[config.mk]
export PLATFORM = sky130hd
export DESIGN_NAME = three_wire_rtc_serial_master_top
export DESIGN_NICKNAME = d
export VERILOG_FILES = /design/src/rtl/rtc3w_pkg.sv /design/src/rtl/rtc3w_engine.sv /design/src/rtl/three_wire_rtc_serial_master_top.sv
export SDC_FILE = /design/constraint.sdc
export NUM_CORES = 1
export LEC_CHECK = 0
export BUFFER_PORTS_ARGS = -buffer_cell sky130_fd_sc_hd__buf_2
export CAP_MARGIN = 10
export CORE_ASPECT_RATIO = 1.4
export CORE_MARGIN = 2
export CORE_UTILIZATION = 59
export DETAILED_ROUTE_END_ITERATION = 7
export GPL_TIMING_DRIVEN = 0
export HOLD_SLACK_MARGIN = 0.05
export PLACE_DENSITY = 0.89
export SLEW_MARGIN = 15
export SYNTH_ARGS = -nofsm -noshare
export SYNTH_HDL_FRONTEND = slang
export SYNTH_SLANG_ARGS = --single-unit
[constraint.sdc]
create_clock -name clk -period 3.8 [get_ports clk]
set_input_delay 0 -clock clk [delete_from_list [all_inputs] [get_ports clk]]
set_output_delay 0 -clock clk [all_outputs]
set_load 0.01 [all_outputs]
[src/rtl/rtc3w_pkg.sv]
`timescale 1ns / 1ps

package rtc3w_pkg;

  typedef enum logic [1:0] {
    OP_TICK      = 2'd0,
    OP_READ_REQ  = 2'd1,
    OP_WRITE_REQ = 2'd2,
    OP_GRANT     = 2'd3
  } op_t;

  typedef struct packed {
    op_t        op;
    logic [7:0] address;
    logic [6:0] write_value;
    logic       io_in;
  } in_word_t;

  typedef struct packed {
    logic       sck;
    logic       io_out;
    logic       io_drive;
    logic       chip_enable;
    logic       writing;
    logic       reading;
    logic       done_res;
    logic       done_is_read;
    logic [7:0] done_address;
    logic [7:0] read_raw;
    logic [6:0] read_value;
  } out_word_t;

  // Binary to packed BCD by one trial subtraction per tens weight; the
  // remainder is ORed in, so values above 79 leave a remainder above 9 and give no valid BCD.
  function automatic logic [7:0] to_bcd(input logic [6:0] v);
    logic [6:0] rem;
    logic [7:0] r;
    rem = v;
    r   = 8'h00;
    if (rem >= 7'd40) begin
      r   = r | 8'h40;
      rem = rem - 7'd40;
    end
    if (rem >= 7'd20) begin
      r   = r | 8'h20;
      rem = rem - 7'd20;
    end
    if (rem >= 7'd10) begin
      r   = r | 8'h10;
      rem = rem - 7'd10;
    end
    r = r | {1'b0, rem};
    return r;
  endfunction

  // Weights 40/20/10 for bits 6..4 plus the low nibble; bit 7 is ignored.
  function automatic logic [6:0] from_bcd(input logic [7:0] b);
    logic [6:0] r;
    r = {3'b000, b[3:0]};
    if (b[6]) r = r + 7'd40;
    if (b[5]) r = r + 7'd20;
    if (b[4]) r = r + 7'd10;
    return r;
  endfunction

endpackage

[src/rtl/rtc3w_engine.sv]
`timescale 1ns / 1ps

module rtc3w_engine import rtc3w_pkg::*; (
  input  logic      clk,
  input  logic      rst_n,
  input  logic      fire,
  input  in_word_t  item,
  output out_word_t result
);

  logic [3:0] bit_count_r,     bit_count_nxt;
  logic       address_done_r,  address_done_nxt;
  logic       clock_level_r,   clock_level_nxt;
  logic       data_level_r,    data_level_nxt;
  logic       drive_enable_r,  drive_enable_nxt;
  logic       select_level_r,  select_level_nxt;
  logic       active_write_r,  active_write_nxt;
  logic       active_read_r,   active_read_nxt;
  logic       pending_read_r,  pending_read_nxt;
  logic       pending_write_r, pending_write_nxt;
  logic [7:0] pend_rd_addr_r,  pend_rd_addr_nxt;
  logic [7:0] pend_wr_addr_r,  pend_wr_addr_nxt;
  logic [7:0] pend_wr_byte_r,  pend_wr_byte_nxt;
  logic [7:0] cur_addr_r,      cur_addr_nxt;
  logic [7:0] cur_byte_r,      cur_byte_nxt;
  logic [7:0] rx_byte_r,       rx_byte_nxt;

  logic       done;
  logic       done_read;
  logic [7:0] done_addr;
  logic [3:0] count_inc;
  logic [2:0] bit_sel;

  assign count_inc = bit_count_r + 4'd1;
  assign bit_sel   = bit_count_r[2:0];

  always_comb begin
    bit_count_nxt     = bit_count_r;
    address_done_nxt  = address_done_r;
    clock_level_nxt   = clock_level_r;
    data_level_nxt    = data_level_r;
    drive_enable_nxt  = drive_enable_r;
    select_level_nxt  = select_level_r;
    active_write_nxt  = active_write_r;
    active_read_nxt   = active_read_r;
    pending_read_nxt  = pending_read_r;
    pending_write_nxt = pending_write_r;
    pend_rd_addr_nxt  = pend_rd_addr_r;
    pend_wr_addr_nxt  = pend_wr_addr_r;
    pend_wr_byte_nxt  = pend_wr_byte_r;
    cur_addr_nxt      = cur_addr_r;
    cur_byte_nxt      = cur_byte_r;
    rx_byte_nxt       = rx_byte_r;
    done              = 1'b0;
    done_read         = 1'b0;
    done_addr         = 8'h00;

    unique case (item.op)
      OP_READ_REQ: begin
        pending_read_nxt = 1'b1;
        pend_rd_addr_nxt = item.address;
      end
      OP_WRITE_REQ: begin
        pending_write_nxt = 1'b1;
        pend_wr_addr_nxt  = item.address;
        pend_wr_byte_nxt  = to_bcd(item.write_value);
      end
      OP_GRANT: begin
        if (!active_write_r && !active_read_r) begin
          if (pending_read_r) begin
            pending_read_nxt = 1'b0;
            active_read_nxt  = 1'b1;
            cur_addr_nxt     = pend_rd_addr_r;
          end else if (pending_write_r) begin
            pending_write_nxt = 1'b0;
            active_write_nxt  = 1'b1;
            cur_addr_nxt      = pend_wr_addr_r;
            cur_byte_nxt      = pend_wr_byte_r;
          end
        end
      end
      OP_TICK: begin
        if (active_write_r) begin
          clock_level_nxt = ~clock_level_r;
          if (bit_count_r[3]) begin
            // tick after the last data bit closes the transfer
            bit_count_nxt    = 4'd0;
            active_write_nxt = 1'b0;
            address_done_nxt = 1'b0;
            select_level_nxt = 1'b0;
            done             = 1'b1;
            done_addr        = cur_addr_r;
          end else if (!clock_level_r) begin
            select_level_nxt = 1'b1;
            bit_count_nxt    = count_inc;
            if (!address_done_r) begin
              data_level_nxt = cur_addr_r[bit_sel];
              if (count_inc[3]) begin
                bit_count_nxt    = 4'd0;
                address_done_nxt = 1'b1;
              end
            end else begin
              data_level_nxt = cur_byte_r[bit_sel];
            end
          end
        end else if (active_read_r) begin
          clock_level_nxt = ~clock_level_r;
          if (!clock_level_r) begin
            select_level_nxt = 1'b1;
            bit_count_nxt    = count_inc;
            if (!address_done_r) begin
              data_level_nxt = cur_addr_r[bit_sel];
              if (count_inc[3]) begin
                bit_count_nxt    = 4'd0;
                address_done_nxt = 1'b1;
              end
            end else begin
              drive_enable_nxt     = 1'b0;
              rx_byte_nxt[bit_sel] = item.io_in;
              if (count_inc[3]) begin
                bit_count_nxt    = 4'd0;
                address_done_nxt = 1'b0;
                active_read_nxt  = 1'b0;
                drive_enable_nxt = 1'b1;
                select_level_nxt = 1'b0;
                done             = 1'b1;
                done_read        = 1'b1;
                done_addr        = cur_addr_r;
              end
            end
          end
        end
      end
      default: ;
    endcase

    result.sck          = clock_level_nxt;
    result.io_out       = data_level_nxt;
    result.io_drive     = drive_enable_nxt;
    result.chip_enable  = select_level_nxt;
    result.writing      = active_write_nxt;
    result.reading      = active_read_nxt;
    result.done_res     = done;
    result.done_is_read = done_read;
    result.done_address = done_addr;
    result.read_raw     = rx_byte_nxt;
    result.read_value   = from_bcd(rx_byte_nxt);
  end

  always_ff @(posedge clk) begin
    if (!rst_n) begin
      bit_count_r     <= 4'd0;
      address_done_r  <= 1'b0;
      clock_level_r   <= 1'b0;
      data_level_r    <= 1'b0;
      drive_enable_r  <= 1'b1;
      select_level_r  <= 1'b0;
      active_write_r  <= 1'b0;
      active_read_r   <= 1'b0;
      pending_read_r  <= 1'b0;
      pending_write_r <= 1'b0;
      pend_rd_addr_r  <= 8'h00;
      pend_wr_addr_r  <= 8'h00;
      pend_wr_byte_r  <= 8'h00;
      cur_addr_r      <= 8'h00;
      cur_byte_r      <= 8'h00;
      rx_byte_r       <= 8'h00;
    end else if (fire) begin
      bit_count_r     <= bit_count_nxt;
      address_done_r  <= address_done_nxt;
      clock_level_r   <= clock_level_nxt;
      data_level_r    <= data_level_nxt;
      drive_enable_r  <= drive_enable_nxt;
      select_level_r  <= select_level_nxt;
      active_write_r  <= active_write_nxt;
      active_read_r   <= active_read_nxt;
      pending_read_r  <= pending_read_nxt;
      pending_write_r <= pending_write_nxt;
      pend_rd_addr_r  <= pend_rd_addr_nxt;
      pend_wr_addr_r  <= pend_wr_addr_nxt;
      pend_wr_byte_r  <= pend_wr_byte_nxt;
      cur_addr_r      <= cur_addr_nxt;
      cur_byte_r      <= cur_byte_nxt;
      rx_byte_r       <= rx_byte_nxt;
    end
  end

endmodule

[src/rtl/three_wire_rtc_serial_master_top.sv]
`timescale 1ns / 1ps

// Three-wire serial master for an RTC chip. Each input word is a bit tick, a
// read request, a write request (value converted to packed BCD) or a service
// grant; every word yields exactly one result word with the line levels
// (sck, io_out, io_drive, chip_enable), the transfer flags, a done strobe with
// the finished address, and the last read byte raw and BCD-decoded. Throughput
// is one word per clock while out_stall is low; each input word is captured in
// the input register, and the state update writes its result word into the
// result register. The result register drains while the input register
// refills, so with out_stall low the block never stalls its source.

module three_wire_rtc_serial_master_top import rtc3w_pkg::*; (
  input  logic      clk,
  input  logic      rst_n,
  input  logic      in_valid,
  output logic      in_stall,
  input  in_word_t  in_data,
  output logic      out_valid,
  input  logic      out_stall,
  output out_word_t out_data
);

  logic      in_valid_r;
  in_word_t  in_data_r;
  logic      out_valid_r;
  out_word_t out_data_r;
  out_word_t result;
  logic      out_free;
  logic      fire;

  assign out_free = !out_valid_r || !out_stall;
  assign fire     = in_valid_r && out_free;
  assign in_stall = in_valid_r && !out_free;

  rtc3w_engine u_engine (
    .clk    (clk),
    .rst_n  (rst_n),
    .fire   (fire),
    .item   (in_data_r),
    .result (result)
  );

  always_ff @(posedge clk) begin
    if (!rst_n) begin
      in_valid_r <= 1'b0;
    end else if (!in_stall) begin
      in_valid_r <= in_valid;
    end
  end

  always_ff @(posedge clk) begin
    if (!in_stall && in_valid) begin
      in_data_r <= in_data;
    end
  end

  always_ff @(posedge clk) begin
    if (!rst_n) begin
      out_valid_r <= 1'b0;
    end else if (out_free) begin
      out_valid_r <= fire;
    end
  end

  always_ff @(posedge clk) begin
    if (fire) begin
      out_data_r <= result;
    end
  end

  assign out_valid = out_valid_r;
  assign out_data  = out_data_r;

endmodule

==> results_dict.tcl, run 1 <==
set metrics [dict create \
    antenna_fix_cells 0 \
    flow.area_growth_from_synthesis_pct 17.3 \
    congestion_overflow_gr 0 \
    synth_top_cells_by_area "edfxtp_1, dfxtp_1, nand2_1, mux2i_1, a21boi_0" \
    syn-mean-instance-area_um2 10.1 \
    ys.warnings.count 0 \
    clock_path_buffers 2 \
    routedWlPerCell_um 16.4 \
    hp-class "input port to flop" \
    worst_ep_required_time_ps 3910 \
    htree_levels 3 \
    crit_path_start_kind "flop" \
    grt_pass1_wl_um 19200 \
    detailedPlace.worstSlack_ps -65.4 \
    mappedNetlistNets 565 \
    grt_start_max_net_pins 40 \
    report.final.hold_viol_count 0 \
    dp.final_hpwl_um 8300 \
    numPortBuffers 53 \
    floorplan.die.width_um 84.3 \
    arrival_time_of_data_at_the_critical_path_endpoint_ps 3740 \
    chipHeight_um 116 \
    flop_and_latch_count_out_of_synthesis 109 \
    placed_cell_area_mm2 0.00573 \
    grt_setup_unrepaired "no" \
    min_period_ps 3630 \
    wl_um 11800 \
    antenna_found_initial 0 \
    yosys_most_used_dff "dfxtp_1" \
    critPathKind "flop to flop" \
    synth-edff-count 48 \
    layout.filler_cells 651 \
    setup_ws_ps 169 \
    seq_area_mm2 0.00266 \
    fin_worst_skew_ps 11.6 \
    first_global_vias 4161 \
    gp_congestion 0.903 \
    cell_chosen_for_the_clock_root "clkbuf_16" \
    cts-buffers-inserted 9 \
    design.die.area_mm2 0.00982 \
    worst-slew-pin-transition_ps 1050 \
    hold-worst-slack_ps 87.8 \
    outcome "completed" \
    synth_area_mm2 0.00533 \
    drcViolationCount 0 \
    final.period_utilization_pct 95.6 \
    synth_most_common_cell "nand2_1" \
    postLayoutCellArea_mm2 0.00625 \
    cellLeakagePower_uw 0.00260 \
    crit_fanout 10 \
    finalMaxSlewViolations 0 \
    global_route.usage.total_pct 24.8 \
    finish.net_count 649 \
    vdd.ir_drop.worst_mv 0.279 \
    worst_setup_hold_path_clk_slew_ps 70 \
    initial_util_pct 60.1 \
    cts_tree "done" \
    timing.critical_path.from "in_data_r[17]" \
    io_pins 55 \
    setup_violations 0 \
    synth_largest_type_area_fraction_pct 27.0 \
    drtAntennaViolNets 0 \
    footprint_of_the_multi_input_gates_mm2 0.00248 \
    detail_route.iter0.violations 323 \
    post_cts.repair.setup_buffers 0 \
    holdCritStartpoint "rst_n" \
    floorplan.rows 41 \
    timing.critical_path.to_type "flop" \
    maxClockFrequency_mhz 275 \
    detail_route.vias_per_cell 5.89 \
    ys_async_sr_fraction_pct 0 \
    clkSinkCount 109 \
    synth_cells 528 \
    core-area_mm2 0.00887 \
    insertion_delay_ps 350 \
    pwr_dens_mw_per_mm2 400 \
    synth.lib_cells_used.distinct 67 \
    synth.top_cells.by_count "nand2_1, dfxtp_1, edfxtp_1" \
    reg_to_reg_critical_path_startpoint "in_data_r[17]" \
    drt-pass1-iter-count 5 \
    yosys.area.top_type "edfxtp_1" \
    maxCapViolations 0 \
    drive_gt1_share_pct 15.2 \
    via_count_of_the_routed_design 4262 \
    slew_headroom_pct 30.3 \
    synth_seq_area_share_pct 50.0 \
]
==> registers in the layout, indices dropped and copies added (netlist names), 4 cells and up <==
signal,flops
out_data,30
in_data_r,18
u_engine.cur_addr_r,8
u_engine.pend_rd_addr_r,8
u_engine.pend_wr_addr_r,8
u_engine.rx_byte_r,8
u_engine.cur_byte_r,7
u_engine.pend_wr_byte_r,7
u_engine.bit_count_r,4
==> cells by family (layout without fill, tap and decap cells) <==
logic type | Yosys count | after routing | share of synthesized area, %
and+or+nand+nor | 186 | 186 | 17.3
xor gates and xnor gates | 10 | 10 | 1.64
AOI/OAI and AO/OA | 124 | 124 | 16.8
DFF | 109 | 109 | 50.0
muxes | 32 | 32 | 6.64
buffers and inverters | 52 | 141 | 3.92
adders and majority gates | 15 | 15 | 3.66
==> repair_timing <==
| action | 4_1_cts | 5_1_grt |
|---|---|---|
| hold buffers | 20 | 0 |
| setup endpoints to repair | 1 | 2 |
| endpoints found under the hold margin | 20 | 0 |
| gates resized for setup | 1 | 4 |
==> worst paths after layout <==
path	to	slack (ps)	cells after the start
setup / recovery	out_data[6]	170	12
hold / removal	u_engine.pend_wr_byte_r[2]	90	3
setup reg to reg	out_data[6]	170	12
hold reg to reg	u_engine.pend_rd_addr_r[3]	470	2
==> worst max-delay path: stages (launching register included) <==
cell and delay, ps:
edfxtp_1 440, inv_1 130, ha_1 190, buf_2 220, nor2b_2 230, and4_1 270
mux2i_4 320, inv_1 150, fa_1 500, mux2_2 320, a32oi_2 250, xor2_1 100
o221a_2 260
==> cells in the final DEF, fill, tap and decap left out, types with 3 or more instances in the layout <==
cell type      synthesis  final
nand2_1               75     75
dfxtp_1               61     61
buf_2                  2     56
edfxtp_1              48     48
inv_1                 25     25
o21ai_0               25     25
a21boi_0              24     24
nor2_1                22     22
mux2i_1               23     22
nand3_1               20     20
dlygate4sd3_1          0     20
clkbuf_1              18     19
nor2b_1               21     19
a21oi_1               17     17
o211a_1               16     16
and2_1                15     15
ha_1                  14     14
clkbuf_16              0      9
xnor2_1                8      8
mux2_2                 7      7
nand2b_1               6      6
buf_1                  5      4
a31oi_1                4      4
nor4_1                 4      4
o21a_1                 4      4
nand4b_1               3      3
nor3_1                 3      3
and3_1                 3      3
o211ai_1               3      3
inv_6                  0      3
==> routing by layer <==
layer	up-vias	wire length (µm)	GRT usage [%]	share of wire [%]
li1	2062	-	-	-
met3	38	557	5.02	4.7
met5	-	0	0	0
met2	158	6390	47.3	54
met4	0	402	11.6	3.4
met1	2004	4490	26.2	38
==> final cells by class <==
class	count	share of cell area, %
clock buffer	10	3.66
clock inverter	6	1.10
inverter	25	1.50
sequential	109	42.6
buffer	27	1.86
tap	107	2.14
timing repair buffer	73	7.44
multi-input combinational	367	39.7
==> metrics by stage <==
stage,TNS [ps],util (%),power (µW),instances
global route,0,70.5,2590,724
CTS,0,70.3,2510,724
global placement,0,64.6,1550,688
detailed placement,-65.4,64.6,1560,688
finish,0,70.5,2500,724
floorplan,0,-,1480,528
==> report_power, final <==
group	total (µW)	switching, µW	internal (µW)	leakage (µW)
Combinational	265	158	108	0.00150
Sequential	1290	24.1	1270	0.000946
Clock	940	422	517	0.000146
Total	2500	604	1900	0.00260
(Power assumes the default switching activity.)
==> run 2: changes to the inputs <==
--- a/config.mk
+++ b/config.mk
@@ -14,6 +14,7 @@
 export GPL_TIMING_DRIVEN = 0
 export HOLD_SLACK_MARGIN = 0.05
 export PLACE_DENSITY = 0.89
+export REMOVE_ABC_BUFFERS = 1
 export SLEW_MARGIN = 15
 export SYNTH_ARGS = -nofsm -noshare
 export SYNTH_HDL_FRONTEND = slang
==> results_dict.tcl, run 2 (synthesized netlist as in run 1, its figures left out) <==
set metrics [dict create \
    cellLeakagePower_uw 0.00255 \
    congestion_overflow_gr 0 \
    slew_headroom_pct 33.0 \
    holdPathStages 2 \
    grt_setup_unrepaired "no" \
    flow.area_growth_from_synthesis_pct 15.7 \
    floorplan.rows 41 \
    worst_r2r_endpoint "out_data[6]" \
    worst-slew-pin-transition_ps 1010 \
    numPortBuffers 54 \
    top_signal_layer_used "met4" \
    drtAntennaViolNets 0 \
    worstPathCellList "inv_1 -> ha_2 -> nand2b_1 -> nor4b_2 -> mux2i_1 -> inv_1 -> fa_1 -> mux2_2 -> a32oi_1 -> xor2_1 -> o221a_2" \
    clkSinkCount 109 \
    grt_pass1_wl_um 19200 \
    worst_ep_required_time_ps 3910 \
    crit_fanout 11 \
    reg_to_reg_critical_path_startpoint "in_data_r[16]" \
    worst-path-buf-inv 2 \
    report.final.hold_viol_count 0 \
    finalMaxSlewViolations 0 \
    r2r_slack_ps 120 \
    design.die.area_mm2 0.00982 \
    min_period_ps 3680 \
    final_cell_mix "nand2_1, dfxtp_1, buf_2, edfxtp_1, o21ai_0" \
    clock_path_buffers 2 \
    maxClockFrequency_mhz 271 \
    cts-buffers-inserted 9 \
    routedWlPerCell_um 16.4 \
    crit_path_start_kind "flop" \
    largest_reg_flops 30 \
    global_route.usage.total_pct 24.5 \
    hp-class "input port to flop" \
    final_util_pct 69.5 \
    dpl.cell_count 664 \
    routedLengthMet1_um 4400 \
    worst_setup_hold_path_clk_slew_ps 70 \
    worst_path_dominant_cell_family "adder cells" \
    setup-tns-final_ps 0 \
    finish.cell_count_without_fillers 700 \
    timing.critical_path.from "in_data_r[16]" \
    dp.final_hpwl_um 7400 \
    fin_worst_skew_ps 8.51 \
    hold-worst-slack_ps 315 \
    critPathKind "flop to flop" \
    cell_chosen_for_the_clock_root "clkbuf_16" \
    wl_um 11500 \
    antenna_found_initial 0 \
    vdd.ir_drop.worst_mv 0.312 \
    critical_path.most_common_cell "inv_1" \
    setup_violations 0 \
    final.period_utilization_pct 96.9 \
    drt-pass1-iter-count 5 \
    whs_endpoint "u_engine.drive_enable_r" \
    io_pins 55 \
    core-area_mm2 0.00887 \
    via_count_of_the_routed_design 4226 \
    detail_route.iter0.violations 350 \
    wl_met3_um 588 \
    grt_start_max_net_pins 65 \
    htree_levels 3 \
    antenna_fix_cells 0 \
    reg2regPathDepth 11 \
    chipHeight_um 116 \
    timing.critical_path.to_type "flop" \
    pwr_dens_mw_per_mm2 398 \
    initial_util_pct 60.1 \
    detail_route.vias_per_cell 6.04 \
    post_cts.repair.setup_buffers 0 \
    critical-path-max-stage-delay_ps 440 \
    layout.cells.most_common "nand2_1" \
    drive_gt1_share_pct 16.5 \
    outcome "completed" \
    drcViolationCount 0 \
    cts_tree "done" \
    insertion_delay_ps 360 \
    finish.net_count 625 \
    maxCapViolations 0 \
    layout.filler_cells 624 \
    holdCritStartpoint "rst_n" \
    critical_path.slowest_cell "fa_1" \
    amount_of_wire_on_met2_after_detailed_routing_um 6020 \
    floorplan.die.width_um 84.3 \
    first_global_vias 4133 \
    gp_congestion 0.946 \
    arrival_time_of_data_at_the_critical_path_endpoint_ps 3800 \
]
-- run 2: layout make-up --
class	count	area, µm²	share of cell area (%)
Clock buffer	11	243	3.94
Clock inverter	5	33.8	0.548
Inverter	25	93.8	1.52
Multi-Input combinational cell	367	2500	40.5
Sequential cell	109	2660	43.2
Tap cell	107	134	2.17
Timing Repair Buffer	76	502	8.14
-- run 2: what timing repair did --
action / CTS / global route
endpoints found under the hold margin: 20 / 0
pin swaps: 0 / 1
gates resized for setup: 3 / 7
endpoints found under the setup margin: 1 / 5
hold buffers: 20 / 0
-- run 2: worst reg2reg max path, cell delays in order, from the launching register on --
cell and delay, ps:
edfxtp_1 420, inv_1 110, ha_2 320, nand2b_1 200, nor4b_2 360, mux2i_1 390
inv_1 160, fa_1 440, mux2_2 320, a32oi_1 330, xor2_1 120, o221a_2 280
-- run 2: where the power goes --
group          internal, µW  switching, µW
Clock                   466            431
Combinational           108            148
Sequential             1270           32.0
Total                  1840            611
-- run 2: per-stage QoR --
step	setup WS [ps]	total power [µW]	area (µm²)
after floorplan	425	1470	5220
after global placement	61.4	1540	5620
after detailed placement	-149	1560	5650
after CTS	60.6	2450	6140
after global routing	6.40	2530	6170
final	116	2450	6170
-- run 2: layer usage --
metal,global-route usage (%),vias to the layer above
met5,0,-
met4,14.8,0
met3,3.89,41
met2,45.2,167
met1,26.3,2010
li1,-,2008
-- run 2: how the worst max path moves through the flow --
stage	end	depth (start not counted)
floorplan	out_data[6]	11
global placement	out_data[6]	11
detailed placement	out_data[6]	11
CTS	out_data[6]	11
global route	out_data[6]	11
finish	out_data[6]	11
